===== src/design/tss_pkg.sv =====
`timescale 1ns / 1ps
// Package for the trigger step sequencer: request and result payload types,
// configuration register indexes, reset values and the configuration bundle.
// No dependencies.
package tss_pkg;

    // Configuration register indexes
    localparam logic [2:0] REG_PATTERN_FIRST  = 3'd0;
    localparam logic [2:0] REG_PATTERN_SECOND = 3'd1;
    localparam logic [2:0] REG_MUTE_MASK      = 3'd2;
    localparam logic [2:0] REG_STEPS          = 3'd3;
    localparam logic [2:0] REG_BARS_PER_LOOP  = 3'd4;
    localparam logic [2:0] REG_LOOPS_PER_SET  = 3'd5;
    localparam logic [2:0] REG_TRIG_LENGTH    = 3'd6;
    localparam logic [2:0] REG_BIT_ROUTE      = 3'd7;

    localparam int CFG_IDX_W  = 3;
    localparam int CFG_DATA_W = 48;

    // Fixed constants
    localparam logic [3:0] TOP_BIT   = 4'd15;
    localparam logic [4:0] IDLE_STEP = 5'd16;

    // Register reset values
    localparam logic [4:0]  RST_STEPS     = 5'd16;
    localparam logic [7:0]  RST_BARS      = 8'd4;
    localparam logic [7:0]  RST_LOOPS     = 8'd4;
    localparam logic [7:0]  RST_TRIG_LEN  = 8'd10;
    localparam logic [23:0] RST_BIT_ROUTE = 24'd181896;

    typedef struct packed {
        logic clock_level;
        logic reset_level;
    } t_req;

    typedef struct packed {
        logic [7:0] trigger_bits;
        logic [4:0] playing_step;
        logic       bar_end;
        logic       set_end;
        logic [7:0] loop_index;
    } t_res;

    typedef struct packed {
        logic [47:0] pattern_first;
        logic [47:0] pattern_second;
        logic [5:0]  mute_mask;
        logic [4:0]  steps_in_pattern;
        logic [7:0]  bars_per_loop;
        logic [7:0]  loops_per_set;
        logic [7:0]  pulse_ticks;
        logic [23:0] bit_route;
    } t_cfg;

endpackage


===== src/design/tss_step_map.sv =====
`timescale 1ns / 1ps
// Step decode: picks each channel's pattern bit for a step, applies the mute
// mask and routes the channel to its mapped output bit. Depends on tss_pkg.
module tss_step_map import tss_pkg::*; #(
    parameter int CHANNELS = 6
) (
    input  t_cfg       i_cfg,
    input  logic [3:0] i_step,
    output logic [7:0] o_bits
);

    logic [127:0] words;
    logic [7:0]   mutes;
    logic [3:0]   bit_sel;

    // Channels 6 and 7 have no pattern word and read as zero
    assign words   = {32'd0, i_cfg.pattern_second, i_cfg.pattern_first};
    assign mutes   = {2'b00, i_cfg.mute_mask};
    assign bit_sel = TOP_BIT - i_step;

    always_comb begin
        o_bits = '0;
        for (int ch = 0; ch < CHANNELS; ch++) begin
            if (!mutes[ch] && words[16*ch + int'(bit_sel)])
                o_bits[i_cfg.bit_route[3*ch +: 3]] = 1'b1;
        end
    end

endmodule


===== config.mk =====
export PLATFORM = sky130hd
export DESIGN_NAME = tss_step_map
export DESIGN_NICKNAME = d
export VERILOG_FILES = /design/src/design/tss_pkg.sv /design/src/design/tss_step_map.sv
export SDC_FILE = /design/constraint.sdc
export NUM_CORES = 1
export LEC_CHECK = 0
export BUFFER_PORTS_ARGS = -buffer_cell sky130_fd_sc_hd__buf_2
export CAP_MARGIN = 20
export CORE_MARGIN = 2
export CORE_UTILIZATION = 32
export DETAILED_ROUTE_END_ITERATION = 8
export GPL_ROUTABILITY_DRIVEN = 1
export PLACE_DENSITY_LB_ADDON = 0.25
export SYNTH_ARGS = -nofsm -noshare
export SYNTH_HDL_FRONTEND = slang
export SYNTH_SLANG_ARGS = --single-unit

===== constraint.sdc =====
create_clock -name vclk -period 1.7
set_input_delay 0.255 -clock vclk [all_inputs]
set_output_delay 0.255 -clock vclk [all_outputs]
set_load 0.05 [all_outputs]

==> flow_summary_export.csv <==
group,metric,value,unit
setup_path,crit_fanout,8,
grt,antenna_found_initial,0,
setup_path,required,1.44,ns
die,initial_core_util,32.7,%
min_path,hp-class,"input pin to primary output",
die,io_pins,167,
pwr,p_sw_share,50.6,%
setup_path,startpoint_type,"input pin",
placement,dp_hpwl,4840,µm
grt,grt.overflow.total,0,
timing,maxSlewViolCount,0,
pwr,power_density,288,nW/µm²
finish,layout.nets,500,
status,violations,"setup timing",
synthesis,syn_inst,188,
routing,wirelength,5970,µm
setup_path,worstPathArrival,1.86,ns
die,core.rowCount,24,
finish,drive_above_1_share,57.8,%
timing,tightest_slew,0.335,ns
synthesis,yosys_warnings,0,
setup_path,worstSetupPathType,"input pin to primary output",
synthesis,ys_types,37,
synthesis,yosysTopAreaCell,"mux2i_1",
die,design.die.area,4910,µm²
finish,synthToLayoutAreaGrowth,86.1,%
die,die_h,70.1,µm
synthesis,syn-num-nets,347,
timing,setup_slack,-0.416,ns
synthesis,yosysMostFrequentCell,"mux2i_1",
pwr,p_leak,1.30,nW
grt,grt_pass1_vias,2060,
timing,finalHoldViolations,0,
finish,multi_input_area,1460,µm²
finish,clkbuf_count,0,
setup_path,end_kind,"primary output",
finish,fin_util,60.9,%
clock_tree,holdBufCountCts,0,
pwr,power_frac_clock,0,%
timing,hold_ws,0.960,ns
grt,grt_pass1_wl,9460,µm
routing,first_iter_violations,88,
synthesis,synthTopCellsByCount,"mux2i_1 (46), a22oi_1 (17), nand2_1 (15), nand3_1 (15), nor2_1 (12)",
timing,fin_crit_sh,124,%
placement,io_buffers,132,
routing,vias,2169,
grt,grt_usage,22.9,%
pwr,seqPwrFrac,0,%
synthesis,ys_seq_area_share,0,%
finish,regArea,0,µm²
finish,num-fill-cells,411,
synthesis,synth_area_leaders,"mux2i_1 (33%), a22oi_1 (9.1%), nand3_1 (5.4%)",
setup_path,crit_chain,"buf_12 > buf_12 > and2_4 > a22o_1 > a2111oi_2 > a32o_2 > nand4b_1 > nand4_1 > buf_6",
synthesis,synth_area,1400,µm²
timing,slew_headroom,77.7,%
routing,avgRoutedWirePerCell,15.3,µm
routing,avgViaCountPerCell,5.55,
die,core,4260,µm²
timing,rsz0062_at_grt,"yes",
timing,setup_viol,8,
synthesis,synth_top_area_share,33.0,%
placement,pre_cts_slack,-0.576,ns
pwr,power_frac_comb,100.0,%
grt,grt_max_degree,16,
pwr,ir_drop,0.000222,V
routing,postRouteAntennaNets,0,
finish,antennaDiodeCount,0,
setup_path,cp_slowest_stage_delay,0.30,ns
status,outcome,"finished, violations left",
setup_path,cpMostUsedCell,"buf_12",
routing,firstDrtPassIters,4,
synthesis,syn_avg_cell_area,7.43,µm²
pwr,p_int,0.370,mW
routing,route.detailed.drc,0,
finish,seq_cell_count,0,
timing,min_period,2.12,ns
placement,place.gp.congestion,0.868,
setup_path,cp_slowest_cell,"a32o_2",
run,drv_cap,0,
pwr,switchingPower,0.379,mW
timing,fmax,0.473,GHz
die,dieWidth,70.1,µm
metal layers:
metal | part of all wire, % | global-route usage (%) | vias to the layer above
li1 | - | - | 1062
met1 | 42 | 30.2 | 972
met2 | 47 | 40.0 | 125
met3 | 9.3 | 3.32 | 10
met4 | 1.8 | 3.63 | 0
met5 | 0 | 0 | -
path summary, 6_finish.rpt:
kind,startpoint,end,cells past startpoint
worst max-delay path,i_step[0],o_bits[6],9
worst min-delay path,i_cfg[13],o_bits[7],4
repair_timing:
item,4_1_cts,5_1_grt
resized for setup,38,20
pin swaps,20,20
setup buffers,5,1
setup endpoints to repair,8,8
cloned,2,0
layout make-up:
class,instances,area share [%]
well taps,52,2.50
multi-input cells,175,56.3
repair buffers,161,40.7
inverters,3,0.433
kinds of logic (layout without fill, tap and decap cells):
family	after synthesis	count (layout)	synth area share (%)
AO/OA/AOI/OAI	48	48	26.6
multiplexers	47	47	34.6
buffers and inverters	13	164	7.53
AND/OR/NAND/NOR	80	80	31.3
through the flow:
step / TNS, ns / area [µm²] / total power, mW / cells
2_1_floorplan: -2.67 / 1460 / 0.362 / 188
3_3_place_gp: -3.84 / 2280 / 0.621 / 384
3_5_place_dp: -4.37 / 2280 / 0.626 / 384
4_1_cts: -3.01 / 2510 / 0.713 / 391
5_1_grt: -3.66 / 2600 / 0.804 / 391
6_report: -3.08 / 2600 / 0.749 / 391
power groups by stage:
stage | clock (mW) | sequential, mW | combinational, mW
global placement | 0 | 0 | 0.621
finish | 0 | 0 | 0.749
global route | 0 | 0 | 0.804
floorplan | 0 | 0 | 0.362
detailed placement | 0 | 0 | 0.626
CTS | 0 | 0 | 0.713
placed cells by master, fill, tap and decap left out, types with 2 or more instances in the layout:
master	instances
nand4_1	10
a221oi_2	5
mux2i_2	6
inv_1	3
nand3b_1	3
mux2i_1	40
a21oi_2	3
a21oi_1	5
a32oi_1	6
nand2_1	11
nor2b_1	9
nor2_1	11
nor3b_1	2
buf_6	10
buf_4	22
nand2_2	4
nand4b_1	3
nand2b_1	3
buf_16	2
buf_2	121
and2_4	2
buf_12	6
a22oi_1	16
nand3_1	14
critical path, delay by kind of cell:
| kind | cells | cell delay (ns) |
|---|---|---|
| AO/OA/AOI/OAI | 3 | 0.76 |
| AND/OR/NAND/NOR | 3 | 0.42 |
| buffers and inverters | 3 | 0.42 |
No activity file was read; power rests on OpenSTA's default activity.
