--- src/design/tss_pkg.sv ---
`timescale 1ns / 1ps
// Package for the trigger step sequencer: request and result payload types,
// configuration register indexes, reset values and the configuration bundle.
// No dependencies.
package tss_pkg;

    // Configuration register indexes
    localparam logic [2:0] REG_PATTERN_FIRST  = 3'd0;
    localparam logic [2:0] REG_PATTERN_SECOND = 3'd1;
    localparam logic [2:0] REG_MUTE_MASK      = 3'd2;
    localparam logic [2:0] REG_STEPS          = 3'd3;
    localparam logic [2:0] REG_BARS_PER_LOOP  = 3'd4;
    localparam logic [2:0] REG_LOOPS_PER_SET  = 3'd5;
    localparam logic [2:0] REG_TRIG_LENGTH    = 3'd6;
    localparam logic [2:0] REG_BIT_ROUTE      = 3'd7;

    localparam int CFG_IDX_W  = 3;
    localparam int CFG_DATA_W = 48;

    // Fixed constants
    localparam logic [3:0] TOP_BIT   = 4'd15;
    localparam logic [4:0] IDLE_STEP = 5'd16;

    // Register reset values
    localparam logic [4:0]  RST_STEPS     = 5'd16;
    localparam logic [7:0]  RST_BARS      = 8'd4;
    localparam logic [7:0]  RST_LOOPS     = 8'd4;
    localparam logic [7:0]  RST_TRIG_LEN  = 8'd10;
    localparam logic [23:0] RST_BIT_ROUTE = 24'd181896;

    typedef struct packed {
        logic clock_level;
        logic reset_level;
    } t_req;

    typedef struct packed {
        logic [7:0] trigger_bits;
        logic [4:0] playing_step;
        logic       bar_end;
        logic       set_end;
        logic [7:0] loop_index;
    } t_res;

    typedef struct packed {
        logic [47:0] pattern_first;
        logic [47:0] pattern_second;
        logic [5:0]  mute_mask;
        logic [4:0]  steps_in_pattern;
        logic [7:0]  bars_per_loop;
        logic [7:0]  loops_per_set;
        logic [7:0]  pulse_ticks;
        logic [23:0] bit_route;
    } t_cfg;

endpackage

--- src/design/tss_cfg_regs.sv ---
`timescale 1ns / 1ps
// Configuration register bank of the trigger step sequencer, plain write port.
// Depends on tss_pkg.
module tss_cfg_regs import tss_pkg::*; (
    input  logic                  i_clk,
    input  logic                  i_rst_n,
    input  logic                  i_cfg_we,
    input  logic [CFG_IDX_W-1:0]  i_cfg_idx,
    input  logic [CFG_DATA_W-1:0] i_cfg_data,
    output t_cfg                  o_cfg
);

    t_cfg r_cfg;

    // Register writes, truncated to each register's width
    always_ff @(posedge i_clk) begin
        if (!i_rst_n) begin
            r_cfg.pattern_first    <= '0;
            r_cfg.pattern_second   <= '0;
            r_cfg.mute_mask        <= '0;
            r_cfg.steps_in_pattern <= RST_STEPS;
            r_cfg.bars_per_loop    <= RST_BARS;
            r_cfg.loops_per_set    <= RST_LOOPS;
            r_cfg.pulse_ticks      <= RST_TRIG_LEN;
            r_cfg.bit_route        <= RST_BIT_ROUTE;
        end else if (i_cfg_we) begin
            case (i_cfg_idx)
                REG_PATTERN_FIRST:  r_cfg.pattern_first    <= i_cfg_data;
                REG_PATTERN_SECOND: r_cfg.pattern_second   <= i_cfg_data;
                REG_MUTE_MASK:      r_cfg.mute_mask        <= i_cfg_data[5:0];
                REG_STEPS:          r_cfg.steps_in_pattern <= i_cfg_data[4:0];
                REG_BARS_PER_LOOP:  r_cfg.bars_per_loop    <= i_cfg_data[7:0];
                REG_LOOPS_PER_SET:  r_cfg.loops_per_set    <= i_cfg_data[7:0];
                REG_TRIG_LENGTH:    r_cfg.pulse_ticks      <= i_cfg_data[7:0];
                REG_BIT_ROUTE:      r_cfg.bit_route        <= i_cfg_data[23:0];
                default: ;
            endcase
        end
    end

    assign o_cfg = r_cfg;

endmodule

--- config.mk ---
export PLATFORM = sky130hd
export DESIGN_NAME = tss_cfg_regs
export DESIGN_NICKNAME = d
export VERILOG_FILES = /design/src/design/tss_pkg.sv /design/src/design/tss_cfg_regs.sv
export SDC_FILE = /design/constraint.sdc
export NUM_CORES = 1
export LEC_CHECK = 0
export BUFFER_PORTS_ARGS = -buffer_cell sky130_fd_sc_hd__buf_4
export CORE_UTILIZATION = 49
export DETAILED_ROUTE_END_ITERATION = 10
export PLACE_DENSITY = 0.75
export SLEW_MARGIN = 25
export SYNTH_ARGS = -nofsm -noshare
export SYNTH_HDL_FRONTEND = slang
export SYNTH_SLANG_ARGS = --single-unit
--- constraint.sdc ---
create_clock -name i_clk -period 1.6 [get_ports i_clk]
set_input_delay 0.08 -clock i_clk [delete_from_list [all_inputs] [get_ports i_clk]]
set_output_delay 0.08 -clock i_clk [all_outputs]
set_load 0.02 [all_outputs]
==> flow_summary_export.csv, run 1 <==
group,metric,value,unit
placed_design,hpwl,10400,um
timing,hold_viol_final,0,
setup_path,cp.required,1520,ps
logic_synthesis,avgSynthCellArea,10.2,um^2
drt,dr_total_vias,4850,
clocking,path_clk_slew,60,ps
timing,fin_crit_sh,63.9,%
global_routing,overflow,0,
clocking,hold_buffers,43,
global_routing,grt_max_degree,66,
pwr,power_density,1100,nW/um^2
clocking,cts_sinks,155,
global_routing,grt_use_total,25.5,%
setup_path,cp.arrival,940,ps
clocking,ctsResizeCount,0,
clocking,tritoncts,"built",
floorplanning,std_cell_rows,39,
drt,drt_iter0_markers,278,
layout,layout_commonest_cell,"buf_4",
timing,rsz0062_at_grt,"false",
timing,worstMarginPinSlew,485,ps
floorplanning,die_area,12400,um^2
setup_path,reg2reg_to,"o_cfg[27]$_SDFFE_PN1P_",
setup_path,startpoint_type,"flip-flop",
global_routing,grt_pass1_wl,24600,um
clocking,clockRootBuffer,"clkbuf_16",
drt,wirelength,15400,um
setup_path,regToRegStartpoint,"o_cfg[27]$_SDFFE_PN1P_",
layout,diodes,0,
placed_design,io_buffers,208,
min_path,worstHoldPathCells,3,
timing,clock_skew,0,ps
clocking,clk_latency,410,ps
drt,via_per_inst,5.01,
drt,wire_per_inst,15.9,um
clocking,cts_buffers,17,
timing,fin_crit,1020,ps
logic_synthesis,synthCells,578,
layout,area_delta_synth_final,47.4,%
clocking,htree_levels,4,
logic_synthesis,synth_nets,632,
setup_path,critPathBufInv,1,
floorplanning,die_y,111,um
logic_synthesis,yosys_warnings,0,
layout,utilization,74.8,%
drt,ant_nets,0,
job,maxCapViolations,0,
floorplanning,ios,209,
layout,layout.nets,868,
logic_synthesis,ys_seq_area_share,52.9,%
timing,setup_viol,0,
setup_path,path_max_fanout,2,
setup_path,critPathTopFamily,"flip-flops",
drt,drc,15,
clocking,cts.path.max_buffers,2,
global_routing,grt_pass1_vias,5054,
drt,firstDrtPassIters,7,
setup_path,cp_slowest_cell,"dfxtp_1",
pwr,peakVddDrop,619,uV
timing,drv_slew,0,
floorplanning,dieWidth,111,um
logic_synthesis,synth_seq_cells,155,
outcome,violations,"design-rule violations",
setup_path,cp_cell_sequence,"buf_4",
timing,slew_headroom,67.5,%
setup_path,critPathCaptureType,"output port",
placed_design,place_congestion,0.797,
outcome,status,"finished with violations",
floorplanning,core_area,11600,um^2
setup_path,rrSetupSlack,920,ps
timing,timing.fmax,0.978,GHz
pwr,leakagePower,4.27,nW
global_routing,antenna_found_initial,0,
layout,largest_reg_flops,155,
floorplanning,start_util,50.7,%
logic_synthesis,syn_area,5870,um^2
layout,final_cell_mix,"buf_4 (213), nand2_1 (191), mux2i_1 (155), dfxtp_1 (155), dlygate4sd3_1 (43)",
min_path,worstHoldStart,"i_cfg_data[11]",
layout,drive_gt1_share,30.5,%
min_path,whs_endpoint,"o_cfg[11]$_SDFFE_PN0P_",
logic_synthesis,ys_types,16,
setup_path,path_class,"flip-flop to output port",
timing,setup_tns,0,ps
clocking,cts_setup_buffers,0,
setup_path,slowest_delay,370,ps
setup_path,rr_worst_depth,2,
min_path,min_path_type,"input pin to flip-flop",
power breakdown:
part	switching, mW	internal (mW)	leakage, nW
clock	1.53	3.15	0.339
sequential	0.0479	3.95	1.25
combinational	0.426	0.390	2.68
total	2.00	7.49	4.27
metrics by stage:
step / power, mW / setup WS [ps] / instance area (um^2) / instances / hold WS [ps]
2_1_floorplan: 4.48 / 460 / 5870 / 578 / 241
3_3_place_gp: 4.79 / 329 / 7520 / 895 / 349
3_5_place_dp: 4.81 / 298 / 7520 / 895 / 358
4_1_cts: 9.57 / 563 / 8650 / 969 / 23.8
5_1_grt: 9.82 / 541 / 8650 / 969 / 30.9
6_report: 9.49 / 577 / 8650 / 969 / 24.8
final cells by class:
class | instances | area, um^2
clock buffers | 19 | 453
clock inverters | 12 | 241
fillers | 825 | 2920
multi-input cells | 378 | 2530
flip-flops and latches | 155 | 3100
well taps | 143 | 179
repair buffers | 262 | 2140
per-layer routing:
layer  vias to the layer above  part of all wire (%)  global-route usage, %  wire [um]
li1                       2364                     -                      -          -
met1                      2275                    40                   28.4       6230
met2                       181                    49                   43.6       7570
met3                        30                   7.4                   8.76       1140
met4                         0                   2.9                   12.1        451
met5                         -                     0                      0          0
worst max-delay path by stage:
stage	cells past startpoint	slack, ps	end	from
global placement	4	330	o_cfg[120]$_SDFFE_PN0P_	i_cfg_idx[0]
global route	1	540	o_cfg[71]	o_cfg[71]$_SDFFE_PN0P_
finish	1	580	o_cfg[71]	o_cfg[71]$_SDFFE_PN0P_
floorplan	5	460	o_cfg[118]$_SDFFE_PN0P_	i_cfg_idx[0]
CTS	1	560	o_cfg[71]	o_cfg[71]$_SDFFE_PN0P_
detailed placement	4	300	o_cfg[108]$_SDFFE_PN0P_	i_cfg_idx[0]
cells in the mapped netlist, drive strengths merged:
cell | n | area [um^2]
and4 | 1 | 8.76
and4b | 1 | 10.0
buf | 25 | 175
clkbuf | 20 | 75.1
dfxtp | 155 | 3100
mux2i | 155 | 1550
nand2 | 191 | 717
nand4 | 1 | 6.26
nand4b | 3 | 26.3
nand4bb | 3 | 33.8
nor2b | 22 | 138
nor4b | 1 | 23.8
kinds of logic (layout without fill, tap and decap cells):
| logic type | count (synthesis) | in the layout | synth area share, % |
|---|---|---|---|
| and+or+nand+nor | 223 | 223 | 16.4 |
| muxes | 155 | 155 | 26.4 |
| buffers and inverters | 45 | 293 | 4.26 |
| DFF | 155 | 155 | 52.9 |
No activity file was read; power rests on OpenSTA's default activity.
==> inputs of run 2 (changes only) <==
Clock period 1.6 ns to 1.1 ns, I/O delays scaled along.
==> run 2 against run 1 <==
The run still ends with design-rule violations left. Register-to-register slack got worse by 530 ps. Sequential share of layout area decreased by 0.43 points. First-iteration DRC count decreased by 18%. Clock power increased by 27%. Non-clock buffer count increased by 21. Wire length increased by 5.0%. Via count increased by 2.0%. Worst hold slack got worse by 8.9 ps. Sequential power increased by 46%. Power increased by 37%. Clock-buffer cell count increased by 6. Setup slack got worse by 490 ps.
==> flow_summary_export.csv, run 2 (synthesized netlist as in run 1, its figures left out) <==
group,metric,value,unit
pwr,leakagePower,4.34,nW
pwr,finalPower,13.0,mW
setup_path,startpoint_type,"flip-flop",
layout,area_delta_synth_final,49.1,%
setup_path,cp_cell_sequence,"buf_4",
placed_design,io_buffers,208,
clocking,cts_sinks,155,
outcome,violations,"design-rule violations",
setup_path,critPathTopFamily,"flip-flops",
floorplanning,dieWidth,111,um
min_path,min_path_type,"input pin to flip-flop",
timing,hold_viol_final,0,
global_routing,grt_use_total,26.3,%
timing,fin_crit_sh,91.6,%
global_routing,antenna_found_initial,0,
setup_path,slowest_delay,380,ps
global_routing,grt_pass1_wl,25700,um
placed_design,hpwl,10900,um
clocking,path_clk_slew,60,ps
pwr,peakVddDrop,917,uV
placed_design,placed_area,7680,um^2
layout,largest_reg_flops,155,
timing,rsz0062_at_grt,"false",
layout,fillers,793,
timing,setup_slack,92.2,ps
drt,wire_per_inst,16.3,um
global_routing,grt_pass1_vias,5188,
layout,layout_commonest_cell,"buf_4",
layout,postLayoutCellArea,8750,um^2
drt,ant_nets,0,
timing,slew_headroom,70.3,%
floorplanning,die_y,111,um
setup_path,path_class,"flip-flop to output port",
clocking,htree_levels,4,
timing,clock_skew,0,ps
floorplanning,start_util,50.7,%
setup_path,path_max_fanout,2,
timing,drv_slew,0,
drt,dr_total_vias,4945,
setup_path,cp.arrival,950,ps
timing,fin_crit,1010,ps
setup_path,cp.required,1040,ps
placed_design,post-place-ws,-90.7,ps
floorplanning,core_area,11600,um^2
timing,timing.fmax,0.992,GHz
layout,diodes,0,
layout,layout.nets,889,
floorplanning,die_area,12400,um^2
timing,worstMarginPinSlew,445,ps
drt,drc,16,
job,maxCapViolations,0,
global_routing,grt_max_degree,49,
drt,wirelength,16200,um
layout,drive_gt1_share,31.8,%
pwr,power_density,1480,nW/um^2
clocking,cts_buffers,17,
placed_design,place_congestion,0.768,
outcome,status,"finished with violations",
drt,drt_iter0_markers,228,
clocking,ctsResizeCount,0,
floorplanning,ios,209,
timing,setup_viol,0,
floorplanning,std_cell_rows,39,
setup_path,critPathBufInv,1,
layout,utilization,75.7,%
clocking,clockRootBuffer,"clkbuf_16",
drt,via_per_inst,4.99,
layout,final_cell_mix,"buf_4 (229), nand2_1 (191), mux2i_1 (155), dfxtp_1 (155), dlygate4sd3_1 (46)",
global_routing,overflow,0,
setup_path,cp_slowest_cell,"dfxtp_1",
drt,firstDrtPassIters,10,
clocking,tritoncts,"built",
clocking,cts.path.max_buffers,2,
setup_path,critPathCaptureType,"output port",
clocking,clk_latency,420,ps
-- run 2: cell count changes in the layout (fill, tap and decap cells not counted) --
| cell | previous run | this run |
|---|---|---|
| buf_12 | 5 | 7 |
| buf_4 | 213 | 229 |
| bufinv_16 | 7 | 2 |
| clkbuf_1 | 0 | 1 |
| clkbuf_8 | 2 | 7 |
| dlygate4sd3_1 | 43 | 46 |
| inv_6 | 1 | 0 |
-- run 2: worst paths after layout --
path | from | to | depth (start not counted) | slack (ps)
max | o_cfg[17]$_SDFFE_PN1P_ | o_cfg[17] | 1 | 90
min | i_rst_n | o_cfg[1]$_SDFFE_PN0P_ | 3 | 20
max reg2reg | o_cfg[90]$_SDFFE_PN0P_ | o_cfg[90]$_SDFFE_PN0P_ | 2 | 390
min reg2reg | o_cfg[93]$_SDFFE_PN0P_ | o_cfg[93]$_SDFFE_PN0P_ | 2 | 460
-- run 2: area by class of cell --
type	count	area (um^2)	area share (%)
clock buffers	25	526	6.00
well taps	143	179	2.04
multi-input cells	378	2530	28.9
repair buffers	283	2330	26.6
clock inverters	6	82.6	0.944
flip-flops and latches	155	3100	35.5
-- run 2: metrics by stage --
stage	std cells	hold slack, ps	setup TNS (ps)
floorplan	578	216	0
global placement	913	320	-737
detailed placement	913	338	-2370
CTS	990	6.54	0
global route	990	37.6	0
finish	990	15.9	0
-- run 2: what timing repair did --
action / in CTS / in global routing
hold buffers: 46 / 0
setup buffers: 0 / 0
endpoints found under the hold margin: 105 / 0
-- run 2: metal layers --
layer	up-vias	track usage [%]	wire, um
met2	170	45.6	7860
met3	32	7.73	1110
li1	2419	-	-
met5	-	0	0
met1	2324	29.9	6750
met4	0	12.3	446
-- run 2: power breakdown --
part / switching, mW / leakage [nW] / internal, mW / total, mW
Sequential: 0.0710 / 1.25 / 5.74 / 5.81
Combinational: 0.640 / 2.79 / 0.611 / 1.25
Clock: 2.19 / 0.301 / 3.74 / 5.93
Total: 2.90 / 4.34 / 10.1 / 13.0
